===== src/rtl/lbpc_pkg.sv =====
// Package with the shared types and constants of the LED blink and pulse controller.
package lbpc_pkg;

   // Widths of the payload fields and of the configuration port.
   localparam int CHANNEL_WIDTH   = 2;
   localparam int COMMAND_WIDTH   = 2;
   localparam int MASK_WIDTH      = 3;
   localparam int COUNT_WIDTH     = 16;
   localparam int CSR_INDEX_WIDTH = 1;
   localparam int CSR_DATA_WIDTH  = 16;

   // Register indexes on the configuration port.
   localparam logic [CSR_INDEX_WIDTH-1:0] CSR_BLINK_HALF_PERIOD = 1'd0;
   localparam logic [CSR_INDEX_WIDTH-1:0] CSR_PULSE_LENGTH      = 1'd1;

   // Register values after reset.
   localparam logic [COUNT_WIDTH-1:0] BLINK_HALF_PERIOD_RESET = 16'd25;
   localparam logic [COUNT_WIDTH-1:0] PULSE_LENGTH_RESET      = 16'd50;

   // Request kinds.
   localparam logic REQ_TICK    = 1'b0;
   localparam logic REQ_COMMAND = 1'b1;

   // Command codes.
   localparam logic [COMMAND_WIDTH-1:0] CMD_STOP  = 2'd0;
   localparam logic [COMMAND_WIDTH-1:0] CMD_BLINK = 2'd1;
   localparam logic [COMMAND_WIDTH-1:0] CMD_PULSE = 2'd2;

   // Channel mode, one-hot.
   typedef enum logic [3:0] {
      MODE_OFF       = 4'b0001,
      MODE_BLINK_ON  = 4'b0010,
      MODE_BLINK_OFF = 4'b0100,
      MODE_PULSE     = 4'b1000
   } mode_type;

endpackage


===== src/rtl/lbpc_if.sv =====
// Valid/ready channel interfaces for the request and response beats.
interface lbpc_req_if;
   import lbpc_pkg::*;

   logic                     valid;
   logic                     ready;
   logic                     req_type;
   logic [CHANNEL_WIDTH-1:0] channel;
   logic [COMMAND_WIDTH-1:0] command;

   modport source (output valid, output req_type, output channel, output command,
                   input ready);
   modport sink   (input valid, input req_type, input channel, input command,
                   output ready);
endinterface

interface lbpc_rsp_if;
   import lbpc_pkg::*;

   logic                  valid;
   logic                  ready;
   logic [MASK_WIDTH-1:0] led_on_mask;
   logic [MASK_WIDTH-1:0] active_mask;

   modport source (output valid, output led_on_mask, output active_mask, input ready);
   modport sink   (input valid, input led_on_mask, input active_mask, output ready);
endinterface


===== src/rtl/led_blink_pulse_controller.sv =====
// Top level of the LED blink and pulse controller.
//
// Channels: req_bus carries one beat per item. A command beat (req_type high)
// latches a pending stop, blink or pulse event for one channel, replacing any
// earlier one; a tick beat (req_type low) steps every channel once. rsp_bus
// returns one beat per request with the LED levels and the active channels
// after that request; mask bits at index CHANNELS and above read as zero.
// Configuration: csr_write_en writes blink_half_period (index 0) or
// pulse_length (index 1) from csr_write_data on the same clock edge.
// Latency: the response beat is valid on the cycle after the request is
// accepted. Throughput: one request per cycle while no response is stalled, set by
// the single update of the channel state registers and the one response register.
// Reset: all channels go to off with no event pending, and the two
// registers return to 25 and 50 ticks. No response is held.
// Stall: while a response waits and rsp_bus.ready is low, req_bus.ready is
// low; as soon as the response is taken, a new request is accepted in the
// same cycle.
module led_blink_pulse_controller #(
   parameter int CHANNELS = 3
) (
   input  logic                                     clock,
   input  logic                                     reset,
   input  logic                                     csr_write_en,
   input  logic [lbpc_pkg::CSR_INDEX_WIDTH-1:0]     csr_index,
   input  logic [lbpc_pkg::CSR_DATA_WIDTH-1:0]      csr_write_data,
   lbpc_req_if.sink                                 req_bus,
   lbpc_rsp_if.source                               rsp_bus
);
   import lbpc_pkg::*;

   logic [COUNT_WIDTH-1:0]   blink_half_period_ff;
   logic [COUNT_WIDTH-1:0]   pulse_length_ff;

   mode_type                 mode_ff      [CHANNELS];
   mode_type                 mode_in      [CHANNELS];
   logic [COUNT_WIDTH-1:0]   countdown_ff [CHANNELS];
   logic [COUNT_WIDTH-1:0]   countdown_in [CHANNELS];
   logic                     pending_ff   [CHANNELS];
   logic                     pending_in   [CHANNELS];
   logic [COMMAND_WIDTH-1:0] pend_cmd_ff  [CHANNELS];
   logic [COMMAND_WIDTH-1:0] pend_cmd_in  [CHANNELS];
   logic                     led_ff       [CHANNELS];
   logic                     led_in       [CHANNELS];

   logic                     rsp_valid_ff;
   logic                     rsp_valid_in;
   logic [MASK_WIDTH-1:0]    led_mask_ff;
   logic [MASK_WIDTH-1:0]    led_mask_in;
   logic [MASK_WIDTH-1:0]    act_mask_ff;
   logic [MASK_WIDTH-1:0]    act_mask_in;

   logic                     req_accept;
   logic                     cmd_valid;

   // A request is taken whenever the response register is empty or being drained.
   assign req_bus.ready = !rsp_valid_ff || rsp_bus.ready;
   assign req_accept    = req_bus.valid && req_bus.ready;
   assign cmd_valid     = (req_bus.command == CMD_STOP) || (req_bus.command == CMD_BLINK) ||
                          (req_bus.command == CMD_PULSE);

   // Configuration registers.
   always_ff @(posedge clock) begin
      if (reset) begin
         blink_half_period_ff <= BLINK_HALF_PERIOD_RESET;
         pulse_length_ff      <= PULSE_LENGTH_RESET;
      end else if (csr_write_en) begin
         case (csr_index)
            CSR_BLINK_HALF_PERIOD: blink_half_period_ff <= csr_write_data;
            CSR_PULSE_LENGTH:      pulse_length_ff      <= csr_write_data;
            default: begin
            end
         endcase
      end
   end

   // Next state of every channel for the beat on the request channel.
   always_comb begin
      logic [COUNT_WIDTH-1:0] dec;
      logic                   hit;
      for (int c = 0; c < CHANNELS; c++) begin
         mode_in[c]      = mode_ff[c];
         countdown_in[c] = countdown_ff[c];
         pending_in[c]   = pending_ff[c];
         pend_cmd_in[c]  = pend_cmd_ff[c];
         led_in[c]       = led_ff[c];
         dec             = countdown_ff[c] - 16'd1;
         hit             = ({30'd0, req_bus.channel} == 32'(c));

         if (req_bus.req_type == REQ_COMMAND) begin
            // A command only records the event; a later one replaces it.
            if (hit && cmd_valid) begin
               pending_in[c]  = 1'b1;
               pend_cmd_in[c] = req_bus.command;
            end
         end else begin
            case (mode_ff[c])
               MODE_OFF: begin
                  if (pending_ff[c] && pend_cmd_ff[c] == CMD_BLINK) begin
                     pending_in[c]   = 1'b0;
                     countdown_in[c] = blink_half_period_ff;
                     led_in[c]       = 1'b1;
                     mode_in[c]      = MODE_BLINK_ON;
                  end else if (pending_ff[c] && pend_cmd_ff[c] == CMD_PULSE) begin
                     pending_in[c]   = 1'b0;
                     countdown_in[c] = pulse_length_ff;
                     led_in[c]       = 1'b1;
                     mode_in[c]      = MODE_PULSE;
                  end
               end
               MODE_BLINK_ON: begin
                  // A stop ends the blink at once and leaves the counter as it is.
                  if (pending_ff[c] && pend_cmd_ff[c] == CMD_STOP) begin
                     pending_in[c] = 1'b0;
                     led_in[c]     = 1'b0;
                     mode_in[c]    = MODE_OFF;
                  end else if (dec == '0) begin
                     countdown_in[c] = blink_half_period_ff;
                     led_in[c]       = 1'b0;
                     mode_in[c]      = MODE_BLINK_OFF;
                  end else begin
                     countdown_in[c] = dec;
                  end
               end
               MODE_BLINK_OFF: begin
                  if (dec == '0) begin
                     countdown_in[c] = blink_half_period_ff;
                     led_in[c]       = 1'b1;
                     mode_in[c]      = MODE_BLINK_ON;
                  end else begin
                     countdown_in[c] = dec;
                  end
               end
               MODE_PULSE: begin
                  if (dec == '0) begin
                     countdown_in[c] = pulse_length_ff;
                     led_in[c]       = 1'b0;
                     mode_in[c]      = MODE_OFF;
                  end else begin
                     countdown_in[c] = dec;
                  end
               end
               default: begin
                  led_in[c]  = 1'b0;
                  mode_in[c] = MODE_OFF;
               end
            endcase
         end
      end
   end

   // Channel state registers, updated on every accepted request beat.
   always_ff @(posedge clock) begin
      if (reset) begin
         for (int c = 0; c < CHANNELS; c++) begin
            mode_ff[c]      <= MODE_OFF;
            countdown_ff[c] <= '0;
            pending_ff[c]   <= 1'b0;
            pend_cmd_ff[c]  <= CMD_STOP;
            led_ff[c]       <= 1'b0;
         end
      end else if (req_accept) begin
         for (int c = 0; c < CHANNELS; c++) begin
            mode_ff[c]      <= mode_in[c];
            countdown_ff[c] <= countdown_in[c];
            pending_ff[c]   <= pending_in[c];
            pend_cmd_ff[c]  <= pend_cmd_in[c];
            led_ff[c]       <= led_in[c];
         end
      end
   end

   // Response masks from the next state; channels past the last one read as zero.
   always_comb begin
      for (int b = 0; b < MASK_WIDTH; b++) begin
         if (b < CHANNELS) begin
            led_mask_in[b] = led_in[b];
            act_mask_in[b] = (mode_in[b] != MODE_OFF);
         end else begin
            led_mask_in[b] = 1'b0;
            act_mask_in[b] = 1'b0;
         end
      end
   end

   assign rsp_valid_in = req_accept || (rsp_valid_ff && !rsp_bus.ready);

   // Response register.
   always_ff @(posedge clock) begin
      if (reset) begin
         rsp_valid_ff <= 1'b0;
      end else begin
         rsp_valid_ff <= rsp_valid_in;
      end
   end

   always_ff @(posedge clock) begin
      if (req_accept) begin
         led_mask_ff <= led_mask_in;
         act_mask_ff <= act_mask_in;
      end
   end

   assign rsp_bus.valid       = rsp_valid_ff;
   assign rsp_bus.led_on_mask = led_mask_ff;
   assign rsp_bus.active_mask = act_mask_ff;

endmodule


===== src/flat_wrapper.sv =====
// flat-port wrapper written by rule: the top's interface ports become plain ports
module led_blink_pulse_controller_flat import lbpc_pkg::*;
#(
   parameter int CHANNELS = 3
)
  (clock, reset, csr_write_en, csr_index, csr_write_data, req_bus_valid, req_bus_req_type, req_bus_channel, req_bus_command, req_bus_ready, rsp_bus_valid, rsp_bus_led_on_mask, rsp_bus_active_mask, rsp_bus_ready);
  lbpc_req_if req_bus_i ();
  lbpc_rsp_if rsp_bus_i ();
  input  logic clock;
  input  logic reset;
  input  logic csr_write_en;
  input  logic [lbpc_pkg::CSR_INDEX_WIDTH-1:0] csr_index;
  input  logic [lbpc_pkg::CSR_DATA_WIDTH-1:0] csr_write_data;
  input wire logic [$bits(req_bus_i.valid)-1:0] req_bus_valid;
  input wire logic [$bits(req_bus_i.req_type)-1:0] req_bus_req_type;
  input wire logic [$bits(req_bus_i.channel)-1:0] req_bus_channel;
  input wire logic [$bits(req_bus_i.command)-1:0] req_bus_command;
  output wire logic [$bits(req_bus_i.ready)-1:0] req_bus_ready;
  output wire logic [$bits(rsp_bus_i.valid)-1:0] rsp_bus_valid;
  output wire logic [$bits(rsp_bus_i.led_on_mask)-1:0] rsp_bus_led_on_mask;
  output wire logic [$bits(rsp_bus_i.active_mask)-1:0] rsp_bus_active_mask;
  input wire logic [$bits(rsp_bus_i.ready)-1:0] rsp_bus_ready;
  assign req_bus_i.valid = req_bus_valid;
  assign req_bus_i.req_type = req_bus_req_type;
  assign req_bus_i.channel = req_bus_channel;
  assign req_bus_i.command = req_bus_command;
  assign req_bus_ready = req_bus_i.ready;
  assign rsp_bus_valid = rsp_bus_i.valid;
  assign rsp_bus_led_on_mask = rsp_bus_i.led_on_mask;
  assign rsp_bus_active_mask = rsp_bus_i.active_mask;
  assign rsp_bus_i.ready = rsp_bus_ready;
  led_blink_pulse_controller #(.CHANNELS(CHANNELS)) u_core (.clock(clock), .reset(reset), .csr_write_en(csr_write_en), .csr_index(csr_index), .csr_write_data(csr_write_data), .req_bus(req_bus_i), .rsp_bus(rsp_bus_i));
endmodule

===== config.mk =====
export PLATFORM = sky130hd
export DESIGN_NAME = led_blink_pulse_controller_flat
export DESIGN_NICKNAME = d
export VERILOG_FILES = /design/src/rtl/lbpc_pkg.sv /design/src/rtl/lbpc_if.sv /design/src/rtl/led_blink_pulse_controller.sv /design/src/flat_wrapper.sv
export SDC_FILE = /design/constraint.sdc
export NUM_CORES = 1
export LEC_CHECK = 0
export BUFFER_PORTS_ARGS = -buffer_cell sky130_fd_sc_hd__buf_2
export CORE_UTILIZATION = 62
export CTS_CLUSTER_SIZE = 25
export DETAILED_ROUTE_END_ITERATION = 10
export GPL_TIMING_DRIVEN = 0
export PLACE_DENSITY_LB_ADDON = 0.2
export SLEW_MARGIN = 30
export SYNTH_ARGS = -nofsm -noshare
export SYNTH_HDL_FRONTEND = slang
export SYNTH_SLANG_ARGS = --single-unit

===== constraint.sdc =====
create_clock -name clock -period 4.3 [get_ports clock]
set_input_delay 0.645 -clock clock [delete_from_list [all_inputs] [get_ports clock]]
set_output_delay 0.645 -clock clock [all_outputs]
set_load 0.01 [all_outputs]

== Word-level counts from Yosys, hierarchy flattened ==
Memory sizes are Yosys's and may differ from the RTL's.
Index checks and enable logic that the tools add are counted.
Storage, ports and cells
  register bits after elaboration: 39
  RAM bits: 72
  input bits: 27
  output and inout port bits: 8
  word-level logic and storage cells: 194
  memories kept: 5
Memory list
  u_core.countdown_ff: depth 3, width 16, rd ports 3, clocked after Yosys merged registers in 0, write ports 3, RTL line led_blink_pulse_controller.sv:36  | logic [COUNT_WIDTH-1:0] countdown_ff [CHANNELS];
  u_core.mode_ff: depth 3, width 4, rd ports 3, clocked after Yosys merged registers in 0, write ports 3, RTL line led_blink_pulse_controller.sv:34  | mode_type mode_ff [CHANNELS];
  u_core.pend_cmd_ff: depth 3, width 2, rd ports 3, clocked after Yosys merged registers in 0, write ports 3, RTL line led_blink_pulse_controller.sv:40  | logic [COMMAND_WIDTH-1:0] pend_cmd_ff [CHANNELS];
  u_core.led_ff: depth 3, width 1, rd ports 3, clocked after Yosys merged registers in 0, write ports 3, RTL line led_blink_pulse_controller.sv:42  | logic led_ff [CHANNELS];
  u_core.pending_ff: depth 3, width 1, rd ports 3, clocked after Yosys merged registers in 0, write ports 3, RTL line led_blink_pulse_controller.sv:38  | logic pending_ff [CHANNELS];
Cells by class
  add/sub/neg operators: 3
  eq/ne operators: 25
  multiplexer cells: 110
  bitwise logic cells: 16
  reductions and logical operators: 30
Operator list (count)
  16-bit two-way mux: 21
  16-bit one-hot mux with 4 select lines: 3
  4-bit two-way mux: 24
  16-bit logical NOT: 3
  4-bit one-hot mux with 4 select lines: 3
  16-bit by 1-bit subtractor with 16-bit output (second input constant): 3
  1-bit two-way mux: 44
  2-bit two-way mux: 9
  1-bit bitwise OR: 15
  1-bit logical AND: 14
  4-bit by 1-bit == test with 1-bit output (second input constant): 3
  4-bit by 2-bit == test with 1-bit output (second input constant): 3
  4-bit by 3-bit == test with 1-bit output (second input constant): 3
  4-bit == test (second input constant): 3
  4-bit by 1-bit inequality test with 1-bit output (second input constant): 3
  1-bit one-hot mux with 4 select lines: 3
  2-bit by 1-bit == test with 1-bit output (second input constant): 5
  2-bit == test (second input constant): 5
  2-bit logical NOT: 5
  1-bit one-hot mux with 2 select lines: 3
  1-bit logical OR: 4
  2-bit AND reduction: 2
  1-bit logical NOT: 2
  1-bit inverter: 1

== Longest topological paths before layout ==
  word-level depth: 7
  gate-level depth with buffers: 12
  gate-level depth less buffers: 9

== Worst setup path before layout ==
OpenSTA, ideal clock, no wires.
  path type: register to register
  start: memory u_core.countdown_ff[2][0], in the netlist u_core.countdown_ff[0][32]
  end: memory u_core.countdown_ff[2][5], in the netlist u_core.countdown_ff[0][37] (data pin)
  library setup time: 0.261 ns
  data arrival time: 2.945 ns
  data required time: 4.039 ns
  setup slack: 1.095 ns
  cell stages (with the launch flop): 13
  buffers on the path: 3
  period minus slack after synthesis: 3.205 ns
  cells stage by stage: edfxtp_1 -> inv_1 -> ha_1 -> or3b_1 -> clkbuf_1 -> nor3_1 -> xor2_1 -> a211oi_1 -> and3_1 -> clkbuf_1 -> clkbuf_1 -> nor3_1 -> a221o_1
RTL lines (RTL line)
  start, declared: led_blink_pulse_controller.sv:36

==> out/qor.csv <==
stage,metric,value,unit
floorplan,Die ar.,11900,um2
clock_network,clock tree from TritonCTS,built,
timing,FMAX,255,MHz
floorplan,Die X,109,um
clock_network,# hold bufs at CTS,0,
yosys,cell taking the most area after synthesis,edfxtp_1,
clock_network,number of CTS-inserted buffers,9,
global_routing,first-pass GRT wire length,33100,um
routing,final WL,21100,um
timing,crit share post-route,91.2,%
timing,Final min period,3920,ps
worst_setup_path,FF-to-FF End,u_core.countdown_ff[0][37]$_SDFFCE_PN0P_,
pwr,Clk pwr share,32.6,%
yosys,Yosys top cell area share,33.0,%
yosys,Commonest cells post-synth,"nand2_1, nor2_1, edfxtp_1",
worst_setup_path,Reg2Reg Depth,12,
routing,drt initial violations,813,
global_routing,Total GRT Usage,37.3,%
yosys,"Async S/R FF share, synth",0,%
routing,WL/cell,21.0,um
timing,Setup TNS Final,0,ps
worst_setup_path,Crit Path Class,flop to flop,
timing,RSZ-0062 raised after global routing,no,
pwr,Sw Share,30.2,%
layout,Final Cell Area,7740,um2
yosys,synthesized cell area,7090,um2
floorplan,Starting Density,64.5,%
layout,Layout Nets,890,
layout,Final Non-Filler Cells,1002,
layout,Inserted Diodes,0,
routing,# DRC,0,
yosys,sequential area share after synthesis,42.4,%
pwr,Lkg Pwr,2.73,nW
global_routing,GR peak layer,met2,
worst_setup_path,launch point of the worst reg-to-reg path,u_core.countdown_ff[0][32]$_SDFFCE_PN0P_,
floorplan,Ports,35,
worst_setup_path,capturing element type of the critical path,flop,
layout,layout cells sized above 1,9.40,%
timing,worst slew pin tran,936,ps
pwr,PwrDens,326,nW/um2
routing,ANT nets after route,0,
placement,Place WS,240,ps
clock_network,Clock Latency Late Sink,370,ps
pwr,Int Pwr,1.76,mW
yosys,Ys Warns,0,
layout,Area Overhead vs Synth,9.25,%
worst_setup_path,"critical path fanouts, max",10,
pwr,P_sw,0.763,mW
routing,Vias/cell,6.84,
routing,via count,6850,
global_routing,met2 Usage GRT,55.7,%
global_routing,antenna violations before repair,0,
min_path,Hold Crit Start,u_core.pulse_length_ff[6]$_SDFFE_PP0P_,
timing,final hold violations,0,
global_routing,total gr overflow,0,
worst_setup_path,crit path from,u_core.countdown_ff[0][32]$_SDFFCE_PN0P_,
timing,PnR worst setup slack,377,ps
min_path,type of the worst min-delay path,flop to flop,
yosys,Syn Nets,845,
yosys,Syn Area/Cell,8.73,um2
global_routing,largest net degree at the start of global routing,20,
status,status,finished clean,
floorplan,Die H,109,um
yosys,number of synthesized flops with an enable pin,78,
yosys,gate count after technology mapping,812,
floorplan,core region area,11000,um2
pwr,power share of the combinational group,16.1,%
pwr,sequential share of power,51.3,%
global_routing,vias in the first global route,6409,
timing,final clock skew,12.1,ps
pwr,peak supply drop,0.216,mV
worst_setup_path,critical path arrival,4040,ps
timing,Slew Limit Fails,0,
pwr,Tot Pwr,2.52,mW
floorplan,# rows,38,
yosys,"top cells by area, synth","edfxtp_1, dfxtp_1, nand2_1",
worst_setup_path,crit path capture,u_core.countdown_ff[0][37]$_SDFFCE_PN0P_,
yosys,top_reg_cell synth,edfxtp_1,
yosys,Yosys cell types,73,
global_routing,routing usage on met1,50.4,%
clock_network,Bufs on Longest Clock Path,2,
worst_setup_path,Startpoint Class,flop,
routing,1st-pass router iterations,8,
layout,Final Util,70.5,%
worst_setup_path,Critical Path RT,4420,ps
placement,Area after DPL,7450,um2
timing,endpoints failing setup,0,
clock_network,Sink Count,111,
clock_network,Root Buffer,clkbuf_16,
placement,number of port buffers,33,
global_routing,met3 Track Usage GR,7.41,%
timing,worst slew margin relative to its limit,37.0,%
clock_network,CTS HTree Levels,3,
yosys,number of register bits inferred by synthesis,111,
job,Max Cap Viol,0,
placement,DP Cell Count,986,
clock_network,Clock Pin Slew Worst Setup and Hold Paths,80,ps
yosys,top-count cell post-synth,nand2_1,
placement,dpl hpwl,15200,um
placement,GPL Wtd Cong,0.966,
timing,Hold Slack,458,ps
worst_setup_path,reg-to-reg setup timing slack,380,ps
-- what timing repair did --
item | CTS | global route
endpoints found under the setup margin | 0 | 1
gates resized for setup | 0 | 1
setup buffers | 0 | 0
hold endpoints to repair | 0 | 0
-- critical path, cell delays in order, from the launching register on --
cell      delay (ps)
edfxtp_1         530
inv_1            100
ha_1             290
or3b_1           370
clkbuf_1         180
nor3_1           500
xor2_1           130
a211oi_1         220
and3_1           210
clkbuf_1         300
clkbuf_1         420
nor3_1           130
a221o_1          290
-- how the worst min path moves through the flow --
stage                                                        end  slack [ps]  cells past startpoint
final                     u_core.pulse_length_ff[6]$_SDFFE_PP0P_         460                      2
after global placement    u_core.pulse_length_ff[6]$_SDFFE_PP0P_         440                      2
after detailed placement  u_core.pulse_length_ff[6]$_SDFFE_PP0P_         450                      2
after CTS                 u_core.pulse_length_ff[6]$_SDFFE_PP0P_         460                      2
after floorplan           u_core.pulse_length_ff[2]$_SDFFE_PP0P_         430                      2
after global routing      u_core.pulse_length_ff[6]$_SDFFE_PP0P_         480                      2
-- power groups by stage --
stage	sequential [mW]	clock (mW)	combinational (mW)
after floorplan	1.29	0	0.283
after global placement	1.31	0	0.376
after detailed placement	1.31	0	0.393
after CTS	1.29	0.809	0.396
after global routing	1.30	0.853	0.444
final	1.30	0.823	0.406
-- kinds of logic after synthesis --
kind of cell | synth area share (%)
AOI/OAI and AO/OA | 20.7
muxes | 0.706
xor gates and xnor gates | 5.19
buffers and inverters | 4.06
adders and majority gates | 1.06
DFF | 42.4
and+or+nand+nor | 25.9
-- layer usage --
metal  up-vias  part of all wire (%)
li1       3112                     -
met1      3254                    40
met2       414                    44
met3        70                    10
met4         0                   4.9
met5         -                     0
-- final cells by class --
type,count,area (um2)
Sequential cell,111,3000
Timing Repair Buffer,34,176
Tap cell,140,175
Multi-Input combinational cell,632,3830
Fill cell,840,3240
Clock inverter,7,50.0
Clock buffer,9,225
Buffer,54,231
Inverter,15,56.3
-- cell usage in the layout, fill, tap and decap left out, types with 12 or more instances in the layout --
cell type,n
nand3_1,14
nor2_1,89
inv_1,15
nor4_1,12
buf_2,38
nand2_1,132
nor3_1,23
edfxtp_1,78
xnor2_1,21
clkbuf_1,45
a221o_1,33
xor2_1,21
a21oi_1,72
o21ai_0,22
nand3b_1,16
dfxtp_1,33
-- state kept, by name, summed over array words and instances (netlist names), 6 cells and up --
signal	cells
u_core.countdown_ff	48
u_core.blink_half_period_ff	16
u_core.pulse_length_ff	16
u_core.mode_ff	12
u_core.pend_cmd_ff	6
Power figures use the tool's default switching activity.
